$ cat src/hdl/assert_macros.svh
// Assertion helpers shared by the transcoder modules.
`ifndef ASSERT_MACROS_SVH
`define ASSERT_MACROS_SVH

// The consequent must hold in the same cycle as the antecedent.
`define ASSERT_IMPLIES(lbl, clk, rst_n, ante, cons) \
	lbl: assert property (@(posedge clk) disable iff (!rst_n) (ante) |-> (cons)) \
		else $error("assertion failed: same-cycle implication");

// The consequent must hold in the cycle after the antecedent.
`define ASSERT_NEXT(lbl, clk, rst_n, ante, cons) \
	lbl: assert property (@(posedge clk) disable iff (!rst_n) (ante) |=> (cons)) \
		else $error("assertion failed: next-cycle implication");

`endif

$ cat src/hdl/utx_pkg.sv
package utx_pkg;

	localparam int UNIT_W = 16;
	localparam int CP_W = 22;
	localparam int CNT_W = 3;
	localparam int QUEUE_DEPTH_DEF = 4;

	localparam logic [UNIT_W-1:0] SURR_FIRST = 16'hD800;
	localparam logic [UNIT_W-1:0] SURR_LAST = 16'hDFFF;
	localparam logic [UNIT_W-1:0] SURR_HIGH_BASE = 16'hD800;
	localparam logic [UNIT_W-1:0] SURR_LOW_BASE = 16'hDC00;
	localparam logic [CP_W-1:0] SUPP_BASE = 22'h010000;
	localparam logic [CP_W-1:0] ONE_BYTE_MAX = 22'h00007F;
	localparam logic [CP_W-1:0] TWO_BYTE_MAX = 22'h0007FF;
	localparam logic [CP_W-1:0] BMP_MAX = 22'h00FFFF;

	typedef enum logic [1:0] {
		KIND_EOS,
		KIND_TO_UTF16,
		KIND_TO_UTF8
	} emit_kind_t;

	typedef struct packed {
		emit_kind_t kind;
		logic [CP_W-1:0] code_point;
	} utx_entry_t;

endpackage

$ cat src/hdl/utf8_utf16_transcoder_top.sv
// Channel    | Handshake            | Beat contents
// input      | push / full          | code_unit
// result     | pop / empty          | out_unit, last_of_run, end_of_string
// config     | cfg_valid / cfg_ready| cfg_data (direction)
//
// An input unit is taken every cycle while the result queue has room.
// A completed code point gives one to four result beats, one per cycle while popped.
// A unit's first result shows once its entry is written and reaches the queue head.
// The queue holds QUEUE_DEPTH entries, so input stalls only when it is full.
// Reset is asynchronous and selects UTF-8 to UTF-16 with no sequence in progress.

module utf8_utf16_transcoder_top import utx_pkg::*; #(
	parameter int QUEUE_DEPTH = QUEUE_DEPTH_DEF
) (
	input  logic clk,
	input  logic arst_n,
	input  logic cfg_valid,
	output logic cfg_ready,
	input  logic cfg_data,
	input  logic push,
	output logic full,
	input  logic [UNIT_W-1:0] code_unit,
	input  logic pop,
	output logic empty,
	output logic [UNIT_W-1:0] out_unit,
	output logic last_of_run,
	output logic end_of_string
);

	logic q_push;
	utx_entry_t q_push_entry;
	logic q_full;
	logic q_pop;
	utx_entry_t q_head;
	logic q_empty;

	assign cfg_ready = 1'b1;
	assign full = q_full;

	utx_front u_front (
		.clk          (clk),
		.arst_n       (arst_n),
		.cfg_valid    (cfg_valid),
		.cfg_ready    (cfg_ready),
		.cfg_data     (cfg_data),
		.push         (push),
		.code_unit    (code_unit),
		.q_full       (q_full),
		.q_push       (q_push),
		.q_push_entry (q_push_entry)
	);

	utx_queue #(
		.DEPTH (QUEUE_DEPTH)
	) u_queue (
		.clk          (clk),
		.arst_n       (arst_n),
		.q_push       (q_push),
		.q_push_entry (q_push_entry),
		.q_full       (q_full),
		.q_pop        (q_pop),
		.q_head       (q_head),
		.q_empty      (q_empty)
	);

	utx_back u_back (
		.clk           (clk),
		.arst_n        (arst_n),
		.q_head        (q_head),
		.q_empty       (q_empty),
		.q_pop         (q_pop),
		.pop           (pop),
		.empty         (empty),
		.out_unit      (out_unit),
		.last_of_run   (last_of_run),
		.end_of_string (end_of_string)
	);

endmodule

$ cat src/hdl/utx_queue.sv
`include "assert_macros.svh"

module utx_queue import utx_pkg::*; #(
	parameter int DEPTH = QUEUE_DEPTH_DEF
) (
	input  logic clk,
	input  logic arst_n,
	input  logic q_push,
	input  utx_entry_t q_push_entry,
	output logic q_full,
	input  logic q_pop,
	output utx_entry_t q_head,
	output logic q_empty
);

	localparam int AW = (DEPTH > 1) ? $clog2(DEPTH) : 1;
	localparam int CW = $clog2(DEPTH + 1);

	utx_entry_t entry_q [DEPTH];
	logic [AW-1:0] wr_ptr_q;
	logic [AW-1:0] rd_ptr_q;
	logic [CW-1:0] count_q;

	assign q_full = (count_q == CW'(DEPTH));
	assign q_empty = (count_q == '0);
	assign q_head = entry_q[rd_ptr_q];

	always_ff @(posedge clk) begin
		if (q_push) begin
			entry_q[wr_ptr_q] <= q_push_entry;
		end
	end

	always_ff @(posedge clk or negedge arst_n) begin
		if (!arst_n) begin
			wr_ptr_q <= '0;
			rd_ptr_q <= '0;
			count_q <= '0;
		end else begin
			if (q_push) begin
				wr_ptr_q <= (wr_ptr_q == AW'(DEPTH - 1)) ? '0 : wr_ptr_q + AW'(1);
			end
			if (q_pop) begin
				rd_ptr_q <= (rd_ptr_q == AW'(DEPTH - 1)) ? '0 : rd_ptr_q + AW'(1);
			end
			if (q_push && !q_pop) begin
				count_q <= count_q + CW'(1);
			end else if (q_pop && !q_push) begin
				count_q <= count_q - CW'(1);
			end
		end
	end

	`ASSERT_IMPLIES(a_count_bound, clk, arst_n, 1'b1, count_q <= CW'(DEPTH))
	`ASSERT_IMPLIES(a_no_overflow, clk, arst_n, q_full, !q_push)
	`ASSERT_IMPLIES(a_no_underflow, clk, arst_n, q_empty, !q_pop)

endmodule

$ cat src/hdl/utx_front.sv
`include "assert_macros.svh"

module utx_front import utx_pkg::*; (
	input  logic clk,
	input  logic arst_n,
	input  logic cfg_valid,
	input  logic cfg_ready,
	input  logic cfg_data,
	input  logic push,
	input  logic [UNIT_W-1:0] code_unit,
	input  logic q_full,
	output logic q_push,
	output utx_entry_t q_push_entry
);

	logic direction_q;
	logic [CP_W-1:0] acc_q;
	logic [CNT_W-1:0] expected_q;
	logic [CNT_W-1:0] seen_q;

	logic [CP_W-1:0] acc_d;
	logic [CNT_W-1:0] expected_d;
	logic [CNT_W-1:0] seen_d;
	logic emit;
	utx_entry_t entry;

	logic accept;
	logic cfg_write;
	logic [7:0] byte_in;
	logic [CNT_W-1:0] seen_inc;
	logic [CP_W-1:0] acc_shift;
	logic [20:0] pair_cp;

	assign accept = push && !q_full;
	assign cfg_write = cfg_valid && cfg_ready;
	assign byte_in = code_unit[7:0];
	assign seen_inc = seen_q + CNT_W'(1);
	assign acc_shift = {acc_q[CP_W-7:0], byte_in[5:0]};
	assign pair_cp = 21'({acc_q[9:0], code_unit[9:0]}) + 21'(SUPP_BASE);

	always_comb begin
		acc_d = acc_q;
		expected_d = expected_q;
		seen_d = seen_q;
		emit = 1'b0;
		entry.kind = KIND_EOS;
		entry.code_point = '0;
		if (!direction_q) begin
			if (expected_q == '0) begin
				priority if (byte_in == 8'h00) begin
					emit = 1'b1;
					entry.kind = KIND_EOS;
				end else if (!byte_in[7]) begin
					emit = 1'b1;
					entry.kind = KIND_TO_UTF16;
					entry.code_point = CP_W'(byte_in);
				end else if (!byte_in[5]) begin
					expected_d = CNT_W'(2);
					acc_d = CP_W'(byte_in[5:0]);
					seen_d = CNT_W'(1);
				end else if (!byte_in[4]) begin
					expected_d = CNT_W'(3);
					acc_d = CP_W'(byte_in[4:0]);
					seen_d = CNT_W'(1);
				end else begin
					expected_d = CNT_W'(4);
					acc_d = CP_W'(byte_in[3:0]);
					seen_d = CNT_W'(1);
				end
			end else begin
				acc_d = acc_shift;
				seen_d = seen_inc;
				if (seen_inc >= expected_q) begin
					emit = 1'b1;
					entry.kind = KIND_TO_UTF16;
					entry.code_point = acc_shift;
					acc_d = '0;
					expected_d = '0;
					seen_d = '0;
				end
			end
		end else begin
			if (expected_q == '0) begin
				priority if (code_unit == '0) begin
					emit = 1'b1;
					entry.kind = KIND_EOS;
				end else if (code_unit >= SURR_FIRST && code_unit <= SURR_LAST) begin
					acc_d = CP_W'(code_unit);
					expected_d = CNT_W'(2);
					seen_d = CNT_W'(1);
				end else begin
					emit = 1'b1;
					entry.kind = KIND_TO_UTF8;
					entry.code_point = CP_W'(code_unit);
				end
			end else begin
				emit = 1'b1;
				entry.kind = KIND_TO_UTF8;
				entry.code_point = CP_W'(pair_cp);
				acc_d = '0;
				expected_d = '0;
				seen_d = '0;
			end
		end
	end

	assign q_push = accept && emit;
	assign q_push_entry = entry;

	always_ff @(posedge clk or negedge arst_n) begin
		if (!arst_n) begin
			direction_q <= 1'b0;
			acc_q <= '0;
			expected_q <= '0;
			seen_q <= '0;
		end else if (cfg_write) begin
			direction_q <= cfg_data;
			acc_q <= '0;
			expected_q <= '0;
			seen_q <= '0;
		end else if (accept) begin
			acc_q <= acc_d;
			expected_q <= expected_d;
			seen_q <= seen_d;
		end
	end

	`ASSERT_NEXT(a_cfg_clears_seq, clk, arst_n, cfg_write, expected_q == '0 && seen_q == '0)
	`ASSERT_IMPLIES(a_seen_bound, clk, arst_n, 1'b1, seen_q <= expected_q)
	`ASSERT_IMPLIES(a_pair_len, clk, arst_n, direction_q && expected_q != '0,
		expected_q == CNT_W'(2) && seen_q == CNT_W'(1))

endmodule

$ cat src/hdl/utx_back.sv
`include "assert_macros.svh"

module utx_back import utx_pkg::*; (
	input  logic clk,
	input  logic arst_n,
	input  utx_entry_t q_head,
	input  logic q_empty,
	output logic q_pop,
	input  logic pop,
	output logic empty,
	output logic [UNIT_W-1:0] out_unit,
	output logic last_of_run,
	output logic end_of_string
);

	logic [1:0] idx_q;
	logic [1:0] last_idx;
	logic [UNIT_W-1:0] unit0;
	logic [UNIT_W-1:0] unit1;
	logic [UNIT_W-1:0] unit2;
	logic [UNIT_W-1:0] unit3;
	logic is_eos;
	logic [CP_W-1:0] cp;
	logic [CP_W-1:0] supp_off;
	logic beat;

	assign cp = q_head.code_point;
	assign supp_off = cp - SUPP_BASE;

	always_comb begin
		unit0 = '0;
		unit1 = '0;
		unit2 = '0;
		unit3 = '0;
		last_idx = 2'd0;
		is_eos = 1'b0;
		unique case (q_head.kind)
			KIND_EOS: begin
				is_eos = 1'b1;
			end
			KIND_TO_UTF16: begin
				if (cp <= BMP_MAX) begin
					unit0 = cp[15:0];
				end else begin
					unit0 = SURR_HIGH_BASE | UNIT_W'(supp_off[21:10]);
					unit1 = SURR_LOW_BASE | UNIT_W'(supp_off[9:0]);
					last_idx = 2'd1;
				end
			end
			KIND_TO_UTF8: begin
				priority if (cp <= ONE_BYTE_MAX) begin
					unit0 = UNIT_W'(cp[6:0]);
				end else if (cp <= TWO_BYTE_MAX) begin
					unit0 = UNIT_W'({3'b110, cp[10:6]});
					unit1 = UNIT_W'({2'b10, cp[5:0]});
					last_idx = 2'd1;
				end else if (cp <= BMP_MAX) begin
					unit0 = UNIT_W'({4'b1110, cp[15:12]});
					unit1 = UNIT_W'({2'b10, cp[11:6]});
					unit2 = UNIT_W'({2'b10, cp[5:0]});
					last_idx = 2'd2;
				end else begin
					unit0 = UNIT_W'({4'b1111, cp[21:18]});
					unit1 = UNIT_W'({2'b10, cp[17:12]});
					unit2 = UNIT_W'({2'b10, cp[11:6]});
					unit3 = UNIT_W'({2'b10, cp[5:0]});
					last_idx = 2'd3;
				end
			end
			default: begin
				is_eos = 1'b0;
			end
		endcase
	end

	always_comb begin
		unique case (idx_q)
			2'd0: out_unit = unit0;
			2'd1: out_unit = unit1;
			2'd2: out_unit = unit2;
			2'd3: out_unit = unit3;
			default: out_unit = unit0;
		endcase
	end

	assign empty = q_empty;
	assign last_of_run = (idx_q == last_idx);
	assign end_of_string = is_eos;
	assign beat = pop && !q_empty;
	assign q_pop = beat && last_of_run;

	always_ff @(posedge clk or negedge arst_n) begin
		if (!arst_n) begin
			idx_q <= '0;
		end else if (beat) begin
			idx_q <= last_of_run ? 2'd0 : idx_q + 2'd1;
		end
	end

	`ASSERT_IMPLIES(a_idx_in_run, clk, arst_n, !q_empty, idx_q <= last_idx)
	`ASSERT_IMPLIES(a_idx_idle, clk, arst_n, q_empty, idx_q == 2'd0)
	`ASSERT_IMPLIES(a_eos_alone, clk, arst_n, !q_empty && end_of_string,
		last_of_run && out_unit == '0)

endmodule

$ cat config.mk
export PLATFORM = sky130hd
export DESIGN_NAME = utf8_utf16_transcoder_top
export DESIGN_NICKNAME = d
export VERILOG_FILES = /design/src/hdl/utx_pkg.sv /design/src/hdl/utf8_utf16_transcoder_top.sv /design/src/hdl/utx_queue.sv /design/src/hdl/utx_front.sv /design/src/hdl/utx_back.sv
export VERILOG_INCLUDE_DIRS = /design/src /design/src/hdl
export SDC_FILE = /design/constraint.sdc
export NUM_CORES = 1
export LEC_CHECK = 0
export BUFFER_PORTS_ARGS = -buffer_cell sky130_fd_sc_hd__clkbuf_2
export CORE_MARGIN = 2
export CORE_UTILIZATION = 50
export DETAILED_ROUTE_END_ITERATION = 16
export PLACE_DENSITY = 0.78
export SLEW_MARGIN = 10
export SYNTH_ARGS = -nofsm -noshare
export SYNTH_HDL_FRONTEND = slang
export SYNTH_SLANG_ARGS = --single-unit
$ cat constraint.sdc
create_clock -name clk -period 4.25 [get_ports clk]
set_input_delay 0.425 -clock clk [delete_from_list [all_inputs] [get_ports clk]]
set_output_delay 0.425 -clock clk [all_outputs]
set_load 0.01 [all_outputs]
==> results by stage, run 1 <==
Run status:
- The flow ran to the end, and the final reports show no timing, DRC or antenna violations.

Synthesis:
- Ranked by total cell area, the synthesized netlist is headed by sky130_fd_sc_hd__edfxtp_1 41%, sky130_fd_sc_hd__dfrtp_1 11%, sky130_fd_sc_hd__mux4_2 6.8%.
- Counting flops with an async set or reset pin after synthesis yields a share of 25.00%.
- The share of Yosys cell area claimed by the top area cell type is 41.16%.
- The dominant cell type by area after synthesis is sky130_fd_sc_hd__edfxtp_1.
- Of the synthesized area, sequential elements account for 52.60%.
- After synthesis the cells add up to 0.007003 sq mm.
- The number of distinct standard cells referenced by the synthesized netlist is 74.
- The post-synthesis register bit count is 128.
- The Yosys warning count is 0.
- The mean instance size in the synthesized netlist is 12.05 sq um.
- The cell count after synthesis is between 500 and 600.
- In the synthesized netlist the dominant register cell turns out to be sky130_fd_sc_hd__edfxtp_1.
- The number of enable-type register cells in the synthesized netlist is 96.
- The number of nets handed over by synthesis was 624.

Critical path:
- The slowest cell on the critical path is sky130_fd_sc_hd__mux4_2.
- The worst setup path is of the reg -> out kind.
- In this run the worst path has a maximum fanout of 16.
- Walking the worst path, the cells encountered are buf_12 -> mux4_2 -> inv_1 -> ha_1 -> inv_2 -> nor4_4 -> buf_4 -> nand2_1 -> a311oi_1 -> o21ai_0 -> a22oi_1 -> clkbuf_2.
- The number of cells traversed by the worst register-to-register path is 13.
- The cell family contributing the most delay on the critical path is buffers and inverters.
- STA classifies the critical path startpoint as a flop.
- The data arrival time of the critical path is 3.64 ns.
- The critical path depth is 12.
- The largest single stage delay on the critical path is between 0.5 and 0.6 ns.
- The worst setup path is captured at an output pin.
- The number of buffers and inverters on the critical path is 5.
- For the worst setup path, the data required time is 3.83 ns.

Global routing:
- Summed over all layers, the global routing overflow is 0.
- The via count of the first global-routing pass was roughly 5,000.
- The initial antenna violation count is 0.
- The global-route wire length before repair is 26,720 um.
- The global-route usage over all layers is between 20% and 30%.
- Entering global routing, the biggest net connects 33 pins.

Drt:
- The overall routed net length is approximately 17,000 um.
- In this run the remaining antenna-violating nets after routing total 0.
- The detailed-route wire length per cell is ~21 um.
- The detailed router finished its first iteration with 575 violations.
- The detail-routed via count per cell is 6.277.
- The count of unresolved DRC violations after routing is 0.
- The detailed router placed 5,191 vias in this run.
- The number of iterations in the first detailed-routing pass is 5.

Floorplan:
- The die is 122.3 um tall.
- Once the floorplan was initialized, standard cells occupied 50.84% of the core.
- The die covers 0.01497 sq mm.
- The overall die width is around 120 um.
- 43 I/O pins were placed.
- The placeable core region is around 0.014 sq mm.
- Row generation in the floorplan step produced 43 rows.

STA:
- The worst clock skew is between 0.015 and 0.02 ns.
- The final critical path takes up 95.54% of the cycle.
- At the pin with the least slew margin, the transition time is 0.8478 ns.
- Setup repair after global routing left no endpoint under its margin.
- The final number of hold-violating endpoints is 0.
- The final max-slew violation count is 0.
- In this run the tightest slew margin relative to its limit is 43.48%.
- The setup total negative slack is 0 ns.
- The final critical-path required period is 4.060 ns.
- The count of final setup violators is 0.
- The achievable clock frequency is 0.2463 GHz.

Clocking:
- The clock tree synthesis step divided the H-tree into 4 levels.
- The root buffer cell is sky130_fd_sc_hd__clkbuf_16.
- The number of clock sinks is 128.
- In this run the deepest clock path goes through 2 buffers.
- The clock tree from TritonCTS is done.
- For the worst-skew pair, the clock arrives at the later sink with an insertion delay of 0.42 ns.
- After clock tree synthesis, the clock-pin slew on the worst setup and hold paths is ~0.060 ns.
- Counting the buffers created by CTS gives 17.

Placed design:
- The post-placement cell count is 793.
- The half-perimeter wire length after detailed placement is around 12,000 um.
- The count of port buffers added during placement is 41.
- At the end of routability-driven placement, the weighted congestion stood at 0.9497.

Cells and area:
- The filler cells instantiated in the layout total 1,128.
- The multi-input combinational cells in the finished layout cover a total of 0.003103 sq mm.
- The post-layout net count is 677.
- The area of all sequential standard cells is 0.003684 sq mm.
- The number of standard cells in the layout, taps in and fillers out is 827.
- The fraction of final layout cells sized beyond drive strength 1 is 22.41%.
- The area growth from synthesis to layout is 15.65%.
- 0 antenna diodes ended up in the layout.

Worst hold path:
- The path type of the worst min-delay path is in -> async.

Pwr:
- Summing internal, switching and leakage power gives 0.005596 W.
- The net switching power is ~0.0021 W.
- The share of total power dissipated in combinational logic is between 40 and 50%.
- The internal portion of the total power is around 0.0035 W.
- The clock share of power is between 20% and 30%.
- The switching share of power is 38.00%.
- The share of total power in sequential cells is between 30% and 40%.
- The areal power density over the cells is just under 700 mW/mm^2.
- For this design the static power due to leakage is about 3 nW.
- Across the VDD grid, the largest voltage drop is 0.0003476 V.

Job:
- The max-cap check violation count is 0.
-- logic make-up (layout without fill, tap and decap cells) --
group,count (synthesis),count (layout),synth area share [%]
adder cells (fa/ha/maj),21,21,3.859
XOR/XNOR,9,9,1.126
AND/OR/NAND/NOR,174,174,12.86
multiplexers,43,43,10.86
buffers and inverters,50,116,3.127
flip-flops,128,128,52.60
other,1,1,0.05355
AO/OA/AOI/OAI,155,155,15.51
-- power by group through the flow --
stage	combinational, W	clock (W)	sequential [W]
floorplan	0.00174	0	0.00168
global route	0.00271	0.00146	0.00174
global placement	0.00241	0	0.00172
finish	0.00249	0.00138	0.00172
detailed placement	0.00242	0	0.00174
CTS	0.00243	0.00140	0.00172
-- path summary, 6_finish.rpt --
kind | start | slack (ns) | endpoint
setup / recovery | u_queue.rd_ptr_q[0] | 0.19 | out_unit[0]
hold / removal | arst_n | 0.1 | u_queue.rd_ptr_q[1]
setup reg to reg | u_queue.rd_ptr_q[1] | 0.26 | u_queue.count_q[2]
hold reg to reg | u_queue.count_q[2] | 0.49 | u_queue.count_q[2]
max in group asynchronous | arst_n | 3.62 | u_front.acc_q[3]
min in group clk | cfg_data | 0.21 | u_front.direction_q
-- cell usage in the layout (no fill, tap or decap), types with 4 or more instances in the layout --
cell                        instances
sky130_fd_sc_hd__edfxtp_1          96
sky130_fd_sc_hd__nor2_1            42
sky130_fd_sc_hd__clkbuf_2          41
sky130_fd_sc_hd__nand2_1           40
sky130_fd_sc_hd__a21oi_1           33
sky130_fd_sc_hd__dfrtp_1           32
sky130_fd_sc_hd__o21ai_0           30
sky130_fd_sc_hd__mux4_2            21
sky130_fd_sc_hd__clkbuf_16         21
sky130_fd_sc_hd__ha_1              20
sky130_fd_sc_hd__buf_4             20
sky130_fd_sc_hd__inv_1             19
sky130_fd_sc_hd__nor3_1            13
sky130_fd_sc_hd__nand3_1           12
sky130_fd_sc_hd__a22oi_1           12
sky130_fd_sc_hd__a31oi_1           11
sky130_fd_sc_hd__and2_1            11
sky130_fd_sc_hd__mux2_2            10
sky130_fd_sc_hd__a22o_1            10
sky130_fd_sc_hd__a211oi_1           9
sky130_fd_sc_hd__nand2b_1           9
sky130_fd_sc_hd__nor4_1             8
sky130_fd_sc_hd__or2_2              7
sky130_fd_sc_hd__and3_1             7
sky130_fd_sc_hd__nor2b_1            7
sky130_fd_sc_hd__mux2i_1            6
sky130_fd_sc_hd__nand4_1            5
sky130_fd_sc_hd__xor2_1             5
sky130_fd_sc_hd__a32o_1             5
sky130_fd_sc_hd__clkinv_4           5
sky130_fd_sc_hd__o21a_1             4
sky130_fd_sc_hd__xnor2_1            4
sky130_fd_sc_hd__a221oi_1           4
sky130_fd_sc_hd__o211ai_1           4
-- stage by stage --
step | hold WS (ns) | instance area [sq um] | worst slack, ns | util (%)
2_1_floorplan | 0.1294 | 7004 | 0.03838 | -
3_3_place_gp | 0.4708 | 7460 | 0.3606 | 54.16
3_5_place_dp | 0.4793 | 7460 | 0.2680 | 54.16
4_1_cts | 0.1143 | 8051 | 0.004816 | 58.46
5_1_grt | 0.1638 | 8099 | 0.01312 | 58.80
6_report | 0.09973 | 8099 | 0.1897 | 58.80
-- cell type report --
class                           count  area share [%]
Sequential cell                   128           45.48
Multi-Input combinational cell    403           38.31
Clock buffer                       22           6.396
Timing Repair Buffer               64           5.191
Tap cell                          180           2.781
Inverter                           20          0.9269
Clock inverter                     10          0.9115
-- registers in the layout, summed over array words and instances (netlist names) --
name,count
u_queue.count_q,3
u_front.seen_q,3
u_back.idx_q,2
u_front.direction_q,1
u_queue.rd_ptr_q,2
u_front.acc_q,16
u_queue.wr_ptr_q,2
u_queue.entry_q,96
u_front.expected_q,3
-- per-layer routing --
layer	global-route usage (%)	vias to the layer above	share of wire, %	routed length, um
met5	0	-	0	0
met4	10.20	0	3.1	530
met3	4.740	46	6.2	1053
met2	39.41	248	50	8417
met1	30.63	2531	41	6995
li1	-	2366	-	-
-- Yosys cell counts (5+ instances only) --
cell type	count
sky130_fd_sc_hd__a32o_1	5
sky130_fd_sc_hd__nand2_1	40
sky130_fd_sc_hd__clkbuf_1	17
sky130_fd_sc_hd__a22o_1	10
sky130_fd_sc_hd__inv_1	19
sky130_fd_sc_hd__mux2_2	10
sky130_fd_sc_hd__xor2_1	5
sky130_fd_sc_hd__nor4_1	8
sky130_fd_sc_hd__a21oi_1	33
sky130_fd_sc_hd__a31oi_1	11
sky130_fd_sc_hd__a211oi_1	9
sky130_fd_sc_hd__nor3_1	13
sky130_fd_sc_hd__nand4_1	5
sky130_fd_sc_hd__dfrtp_1	32
sky130_fd_sc_hd__nor2b_1	7
sky130_fd_sc_hd__mux2i_1	6
sky130_fd_sc_hd__and2_1	11
sky130_fd_sc_hd__or2_2	7
sky130_fd_sc_hd__ha_1	20
sky130_fd_sc_hd__o21ai_0	30
sky130_fd_sc_hd__mux4_2	21
sky130_fd_sc_hd__nor2_1	42
sky130_fd_sc_hd__edfxtp_1	96
sky130_fd_sc_hd__and3_1	7
sky130_fd_sc_hd__nand3_1	12
sky130_fd_sc_hd__nand2b_1	9
sky130_fd_sc_hd__a22oi_1	12
sky130_fd_sc_hd__buf_2	7
-- timing repair --
item | in CTS | in global routing
endpoints found under the setup margin | 0 | 7
hold buffers | 0 | 0
hold endpoints to repair | 0 | 0
resized for setup | 0 | 2
setup buffers | 0 | 1
(Power assumes the default switching activity.)
==> run 2: changes to the inputs <==
--- a/config.mk
+++ b/config.mk
@@ -10,8 +10,7 @@
 export CORE_MARGIN = 2
 export CORE_UTILIZATION = 50
 export DETAILED_ROUTE_END_ITERATION = 16
-export PLACE_DENSITY = 0.78
-export SLEW_MARGIN = 10
+export PLACE_DENSITY = 0.76
 export SYNTH_ARGS = -nofsm -noshare
 export SYNTH_HDL_FRONTEND = slang
 export SYNTH_SLANG_ARGS = --single-unit
==> constraint.sdc (replaced) <==
create_clock -name clk -period 4.4 [get_ports clk]
set_input_delay 0.44 -clock clk [delete_from_list [all_inputs] [get_ports clk]]
set_output_delay 0.44 -clock clk [all_outputs]
set_load 0.01 [all_outputs]
==> run 2 against run 1 <==
Cell count shrank 0.12%. Critical path depth is the same. Power fell by 4.3%. Largest power group unchanged. Sequential share of layout area grew 0.51 points. Highest routed layer unchanged.
==> results by stage, run 2 (synthesized netlist as in run 1, its figures left out) <==
Clocking:
- The number of CTS-inserted buffers is 17 (unchanged).
- The maximum count of clock buffers along a single path is 2 (unchanged).
- The number of buffers inserted by post-CTS setup repair is 0 (unchanged).
- The deepest level of the CTS H-tree came to 4 (unchanged).
- The clock insertion delay at the later pin of the skew report is 0.41 ns (about the same).
- The post-cts resize count is 0 (unchanged).
- The clock tree from TritonCTS is done.
- The root buffer cell is sky130_fd_sc_hd__clkbuf_16.
- The clock slew seen by the registers of the worst setup and hold paths was 0.06 ns (about the same).
- The hold buffer count at CTS is 0 (unchanged).
- The number of clock sinks is 128 (unchanged).

Critical path:
- The sum of buffers and inverters on the critical path is 5 (unchanged).
- In this design, the critical path's most frequently occurring cell is sky130_fd_sc_hd__buf_4.
- The setup slack of the worst register-to-register path is 0.35 ns (+0.09 ns).
- The end of the worst register-to-register path is u_queue.count_q[2].
- The setup path with the least slack is of type reg -> out.
- The family of cells with the greatest summed delay on the critical path is multiplexers.
- The data arrival time of the critical path is 3.67 ns (+0.03 ns).
- The category of the worst setup path launch point is a flop.
- The element type at the critical path end is an output pin.
- For this design, the slowest cell found on the critical path is sky130_fd_sc_hd__mux4_2.
- The critical register-to-register path startpoint is u_queue.rd_ptr_q[0].
- The number of cells traversed by the worst register-to-register path is 13 (unchanged).
- The longest individual stage delay on the worst path came to 0.60 ns (+0.04 ns).
- The maximum net fanout on the critical path is 18 (+2).
- Walking the worst path, the cells encountered are mux4_2 -> inv_1 -> ha_1 -> clkinv_1 -> buf_4 -> nor3_4 -> buf_4 -> mux2_2 -> a32o_1 -> a21oi_1 -> a22oi_1 -> clkbuf_2.
- The required time of the critical path was 3.96 ns (+0.13 ns).

Global routing:
- The maximum number of pins on one net before global-route repair is 33 (unchanged).
- The global-route usage over all layers is 24.37% (+0.56 points).
- The global-route wire length before repair was 27,460 um (+2.8%).
- The initial antenna violation count was 0 (unchanged).
- The total congestion overflow after global routing was 0 (unchanged).
- The via count of the first global-routing pass is 5,147 (+2.2%).

Floorplan:
- The overall die width is 122.3 um (unchanged).
- The effective utilization at floorplan is 50.84% (unchanged).
- The height of the die came to 122.3 um (unchanged).
- The number of top-level pins is 43 (unchanged).
- The placeable core region is 0.01377 sq mm (unchanged).
- The total number of placement rows is 43 (unchanged).
- The area enclosed by the die boundary is 0.01497 sq mm (unchanged).

Pwr:
- The leakage power came to 2.998 nW (-1.6%).
- The areal power density over the cells is 668.1 mW/mm^2 (-3.3%).
- The maximum vdd drop was 0.0003228 V (-7.1%).

Cells and area:
- The final antenna diode count came to 0 (unchanged).
- The fill cell total of the finished layout is 1,155 (+2.4%).
- The flip-flop count of the largest register, all copies and words added was 96 (unchanged).
- In the layout the commonest cells are 96 x sky130_fd_sc_hd__edfxtp_1, 42 x sky130_fd_sc_hd__nor2_1, 41 x sky130_fd_sc_hd__clkbuf_2.
- The number of standard cells in the layout, taps in and fillers out is 826 (-0.12%).
- The post-layout net count came to 677 (unchanged).
- The fraction of final layout cells sized beyond drive strength 1 was 21.83% (-0.58 points).
- The area added between synthesis and finish is 14.45%.
- In the final layout, the registers with the most flip-flops are u_queue.entry_q x96, u_front.acc_q x16.
- The top register by number of flip-flops is u_queue.entry_q.
- The most common library cell in the layout ignoring fill and taps is sky130_fd_sc_hd__edfxtp_1.
- The post-route core utilization is 58.19% (-0.61 points).

Drt:
- The remaining antenna violation count is 0 (unchanged).
- The initial detailed-routing violation count was 606 (+5.4%).
- The detail-routed via count per cell is 6.360 (+1.3%).
- The overall routed net length is 17,540 um (+3.2%).
- The via count of the routed design came to 5,253 (+1.2%).
- The number of iterations in the first detailed-routing pass is 5 (unchanged).
- The count of unresolved DRC violations after routing was 0 (unchanged).
- The detailed-route wire length per cell came to 21.24 um (+3.3%).

Placed design:
- The pre-CTS setup slack is 0.1291 ns (-0.1389 ns).
- The weighted congestion reported at the end of routability-driven placement is 0.9910 (+4.3%).
- The half-perimeter wire length after detailed placement is 12,630 um (+6.0%).
- The count of port buffers added during placement is 41 (unchanged).
- The post-placement cell count came to 795 (+0.25%).

STA:
- The fraction of the cycle the final worst path needs is 93.48%.
- Setup repair after global routing left no endpoint under its margin.
- The post-layout worst setup margin was 0.2867 ns (+0.09703 ns).
- The transition at the pin with the smallest max-transition slack is 0.9359 ns (+0.08808 ns).
- The final number of hold-violating endpoints is 0 (unchanged).
- The final critical-path required period is roughly 4 ns.
- The relative max-transition margin is 37.61% (-5.9 points).
- The setup total negative slack came to 0 ns (unchanged).
- The worst hold margin is 0.1372 ns (+0.03743 ns).
- The worst clock skew is 0.01088 ns (-0.005664 ns).
- The final max-slew violation count came to 0 (unchanged).
- For this run, the top clock speed supported by timing is about 0.24 GHz.
- The count of final setup violators is 0 (unchanged).

Job:
- The max-cap check violation count is 0 (unchanged).

Run status:
- The flow ran to the end, and the final reports show no timing, DRC or antenna violations.

Worst hold path:
- The tightest min-delay check is of the in -> async type.
==> run 2: cell types whose count changed in the layout (fill, tap and decap cells not counted), sizes merged <==
cell | before | now
clkbuf | 64 | 58
bufinv | 0 | 2
clkinvlp | 2 | 4
buf | 22 | 23
clkinv | 8 | 9
inv | 20 | 19
==> run 2: how the worst max path moves through the flow <==
stage / from / endpoint / slack [ns] / cells after the start
floorplan: u_queue.rd_ptr_q[0] / u_queue.count_q[2] / 0.01 / 17
global placement: u_queue.rd_ptr_q[0] / u_queue.count_q[2] / 0.33 / 13
detailed placement: u_queue.rd_ptr_q[0] / u_queue.count_q[2] / 0.13 / 13
CTS: u_queue.rd_ptr_q[0] / out_unit[1] / 0.11 / 9
global route: u_queue.rd_ptr_q[0] / u_queue.count_q[2] / 0.06 / 13
finish: u_queue.rd_ptr_q[0] / out_unit[0] / 0.29 / 12
==> run 2: routing by layer <==
metal / track usage, % / wire length [um]
met1: 31.16 / 7343
met2: 39.97 / 8576
met4: 11.42 / 568
met3: 4.972 / 1055
met5: 0 / 0
==> run 2: area by class of cell <==
cell class / instances / area (sq um) / area share (%)
clock inverter: 14 / 125.1 / 1.561
clock buffer: 17 / 425.4 / 5.308
tap: 180 / 225.2 / 2.810
inverter: 20 / 75.07 / 0.9366
timing repair buffer: 64 / 377.9 / 4.714
multi-input combinational: 403 / 3100 / 38.68
sequential: 128 / 3686 / 45.99
==> run 2: report_power, final <==
part / internal [W] / switching [W] / leakage (nW)
logic: 0.000967 / 0.00140 / 1.45
clock network: 0.000815 / 0.000475 / 0.260
registers: 0.00153 / 0.000164 / 1.29
==> run 2: per-stage QoR <==
stage | instance area (sq um) | power (W)
after floorplan | 7003 | 0.003301
after global placement | 7462 | 0.004005
after detailed placement | 7462 | 0.004039
after CTS | 8013 | 0.005335
after global routing | 8015 | 0.005618
final | 8015 | 0.005355
==> run 3: changes to the inputs <==
--- a/config.mk
+++ b/config.mk
@@ -7,7 +7,7 @@
 export NUM_CORES = 1
 export LEC_CHECK = 0
 export BUFFER_PORTS_ARGS = -buffer_cell sky130_fd_sc_hd__clkbuf_2
-export CORE_MARGIN = 2
+export CORE_MARGIN = 4
 export CORE_UTILIZATION = 50
 export DETAILED_ROUTE_END_ITERATION = 16
 export PLACE_DENSITY = 0.76
==> run 3 against run 2 <==
Non-clock buffer count rose by 2. Maximum frequency shrank 0.58%. Sequential share of layout area fell by 0.60 points. Critical endpoint is now out_unit[6]. Setup slack worse by 0.024 ns. Sequential cell count stayed put. Critical path type unchanged. First-iteration DRC count rose by 0.17%. Global-route usage fell by 1.2 points. Sequential power about the same.
==> results by stage, run 3 (synthesized netlist as in run 1, its figures left out) <==
Global routing:
- The initial antenna violation count is 0 (unchanged).
- The maximum number of pins on one net before global-route repair was 33 (unchanged).
- The global-route wire length before repair was 28,880 um (+5.2%).
- The via count of the first global-routing pass was 5,274 (+2.5%).
- The total congestion overflow after global routing is 0 (unchanged).
- The global-route usage over all layers is 23.12% (-1.2 points).

STA:
- The final critical-path required period is 4.137 ns (+0.02382 ns).
- The final number of hold-violating endpoints is 0 (unchanged).
- The final max-slew violation count came to 0 (unchanged).
- The fraction of the cycle the final worst path needs is 94.03% (+0.54 points).
- The transition at the pin with the smallest max-transition slack was 0.8495 ns (-0.08640 ns).
- The count of final setup violators is 0 (unchanged).
- Setup repair after global routing left no endpoint under its margin.
- The worst clock skew was 0.007845 ns (-0.003038 ns).
- The relative max-transition margin is 43.37% (+5.8 points).
- The setup total negative slack is 0 ns (unchanged).
- The achievable clock frequency is 0.2417 GHz (-0.58%).

Pwr:
- The maximum vdd drop is 0.0003776 V (+17%).
- The leakage power was 3.047 nW (+1.7%).
- The share of total power in sequential cells is 30.3% (-1.4 points).
- The clock share of power is 26.2% (+2.1 points).
- The switching share of power is 37.90% (-0.21 points).
- The internal cell power is 0.003430 W (+3.5%).
- The combinational cell fraction of total power came to 43.5% (-0.7 points).
- The net switching power is 0.002093 W (+2.6%).
- The areal power density over the cells is 680.4 mW/mm^2 (+1.8%).

Cells and area:
- The post-layout net count is 679 (+0.30%).
- Leaving out fill and tap cells, the most frequent cells in the layout are 96 x sky130_fd_sc_hd__edfxtp_1, 42 x sky130_fd_sc_hd__nor2_1, 41 x sky130_fd_sc_hd__clkbuf_2.
- The most common library cell in the layout ignoring fill and taps is sky130_fd_sc_hd__edfxtp_1.
- The fraction of final layout cells sized beyond drive strength 1 was 22.34% (+0.52 points).
- The register with the most flip-flops in the final layout is u_queue.entry_q.
- The final antenna diode count was 0 (unchanged).
- The area added between synthesis and finish is 15.92%.
- The largest registers in the layout are u_queue.entry_q x96, u_front.acc_q x16.
- The flip-flop count of the largest register, all copies and words added is 96 (unchanged).
- The post-route cell area came to 0.008118 sq mm (+1.3%).

Clocking:
- The number of CTS-inserted buffers is 17 (unchanged).
- The number of clock sinks is 128 (unchanged).
- The clock tree from TritonCTS is done.
- The deepest level of the CTS H-tree is 4 (unchanged).
- CTS placed an instance of sky130_fd_sc_hd__clkbuf_16 at the clock tree root.
- The maximum count of clock buffers along a single path is 2 (unchanged).
- The hold buffer count at CTS is 0 (unchanged).
- The clock slew seen by the registers of the worst setup and hold paths was 0.06 ns (about the same).
- The clock insertion delay at the later pin of the skew report came to 0.41 ns (about the same).

Critical path:
- The critical path starts at u_queue.rd_ptr_q[0].
- The element type at the critical path end is an output pin.
- The category of the worst setup path launch point is a flop.
- The data arrival time of the critical path is 3.70 ns (+0.03 ns).
- The kind of critical path is reg -> out.
- The required time of the critical path was 3.96 ns (about the same).
- The maximum net fanout on the critical path is 31 (+13).
- In this run the critical register-to-register path is launched from u_queue.rd_ptr_q[0].

Floorplan:
- The placeable core region is 0.01345 sq mm (-2.3%).
- The total number of placement rows is 42 (-2.3%).
- The overall die width was 126.3 um (+3.3%).
- The area enclosed by the die boundary is 0.01596 sq mm (+6.6%).
- The number of top-level pins is 43 (unchanged).
- The effective utilization at floorplan is 52.06% (+1.2 points).
- The height of the die is 126.3 um (+3.3%).

Run status:
- The flow ran to the end, and the final reports show no timing, DRC or antenna violations.

Drt:
- The via count of the routed design is 5,271 (+0.34%).
- The overall routed net length came to 18,060 um (+2.9%).
- The number of iterations in the first detailed-routing pass is 5 (unchanged).
- The detail-routed via count per cell was 6.389 (+0.46%).
- The count of unresolved DRC violations after routing is 0 (unchanged).
- The remaining antenna violation count came to 0 (unchanged).
- The detailed-route wire length per cell was 21.89 um (+3.1%).
- The initial detailed-routing violation count is 607 (+0.17%).

Placed design:
- The cell area reported after detailed placement is 0.007455 sq mm (-0.10%).
- The weighted congestion reported at the end of routability-driven placement is 1.026 (+3.6%).
- The half-perimeter wire length after detailed placement is 12,730 um (+0.80%).
- The count of port buffers added during placement came to 41 (unchanged).

Job:
- The max-cap check violation count is 0 (unchanged).

Worst hold path:
- The worst hold path belongs to the class in -> async.
==> run 3: cell types whose count changed in the layout (fill, tap and decap cells not counted) <==
cell                        previous run  this run
sky130_fd_sc_hd__a21boi_0              1         2
sky130_fd_sc_hd__bufinv_16             2         4
sky130_fd_sc_hd__clkinv_2              4         2
sky130_fd_sc_hd__dfrtp_1              30        31
sky130_fd_sc_hd__clkinv_1              5         3
sky130_fd_sc_hd__dfrtp_2               2         1
sky130_fd_sc_hd__clkinv_4              0         3
sky130_fd_sc_hd__buf_12                0         2
sky130_fd_sc_hd__a21boi_1              1         0
==> run 3: critical path: stages, from the launching register on <==
cell and delay [ns]:
sky130_fd_sc_hd__dfrtp_1 0.37, sky130_fd_sc_hd__buf_12 0.24, sky130_fd_sc_hd__mux4_2 0.59, sky130_fd_sc_hd__inv_1 0.10, sky130_fd_sc_hd__ha_1 0.21, sky130_fd_sc_hd__clkinv_1 0.07, sky130_fd_sc_hd__buf_4 0.18, sky130_fd_sc_hd__nor4_4 0.29
sky130_fd_sc_hd__buf_4 0.22, sky130_fd_sc_hd__a21boi_0 0.26, sky130_fd_sc_hd__a221oi_1 0.36, sky130_fd_sc_hd__nor2_1 0.07, sky130_fd_sc_hd__o21a_1 0.19, sky130_fd_sc_hd__clkbuf_2 0.13
==> run 3: power by group through the flow <==
stage	registers, W	logic (W)	clock network (W)
after floorplan	0.00163	0.00167	0
after global placement	0.00167	0.00233	0
after detailed placement	0.00169	0.00236	0
after CTS	0.00167	0.00237	0.00147
after global routing	0.00169	0.00259	0.00153
final	0.00168	0.00240	0.00145
==> run 3: path summary, 6_finish.rpt <==
path | end | slack, ns | cells past startpoint
hold reg to reg | u_queue.count_q[2] | 0.51 | 1
hold / removal | u_queue.count_q[0] | 0.14 | 1
setup reg to reg | u_queue.count_q[1] | 0.34 | 15
min in group clk | u_front.direction_q | 0.24 | 3
max in group asynchronous | u_queue.rd_ptr_q[1] | 3.69 | 1
setup / recovery | out_unit[6] | 0.26 | 13
==> run 3: cell type report <==
class	instances	area, sq um
Sequential cell	128	3685
Tap cell	176	220.2
Clock inverter	15	193.9
Clock buffer	17	425.4
Fill cell	1077	5335
Timing Repair Buffer	66	417.9
Inverter	20	75.07
Multi-Input combinational cell	403	3100
==> run 3: timing repair <==
item                                    CTS  global route
gates resized for setup                   0             1
buffers inserted                          0             4
endpoints found under the setup margin    0             5
==> run 3: layer usage <==
metal,track usage (%),share of wire (%),vias up
li1,-,-,2366
met4,10.60,4.9,0
met5,0,0,-
met1,29.51,41,2559
met2,37.55,48,266
met3,5.549,5.8,80
==> run 3: per-stage QoR <==
step	utilization (%)	setup WS [ns]	cells	power (W)	hold WS [ns]
floorplan	-	0.01345	581	0.003301	0.1444
global placement	55.41	0.5038	789	0.004002	0.4721
detailed placement	55.41	0.2308	789	0.004046	0.5016
CTS	60.02	0.1142	821	0.005508	0.1464
global route	60.34	0.02515	825	0.005817	0.1709
finish	60.34	0.2629	825	0.005523	0.1359
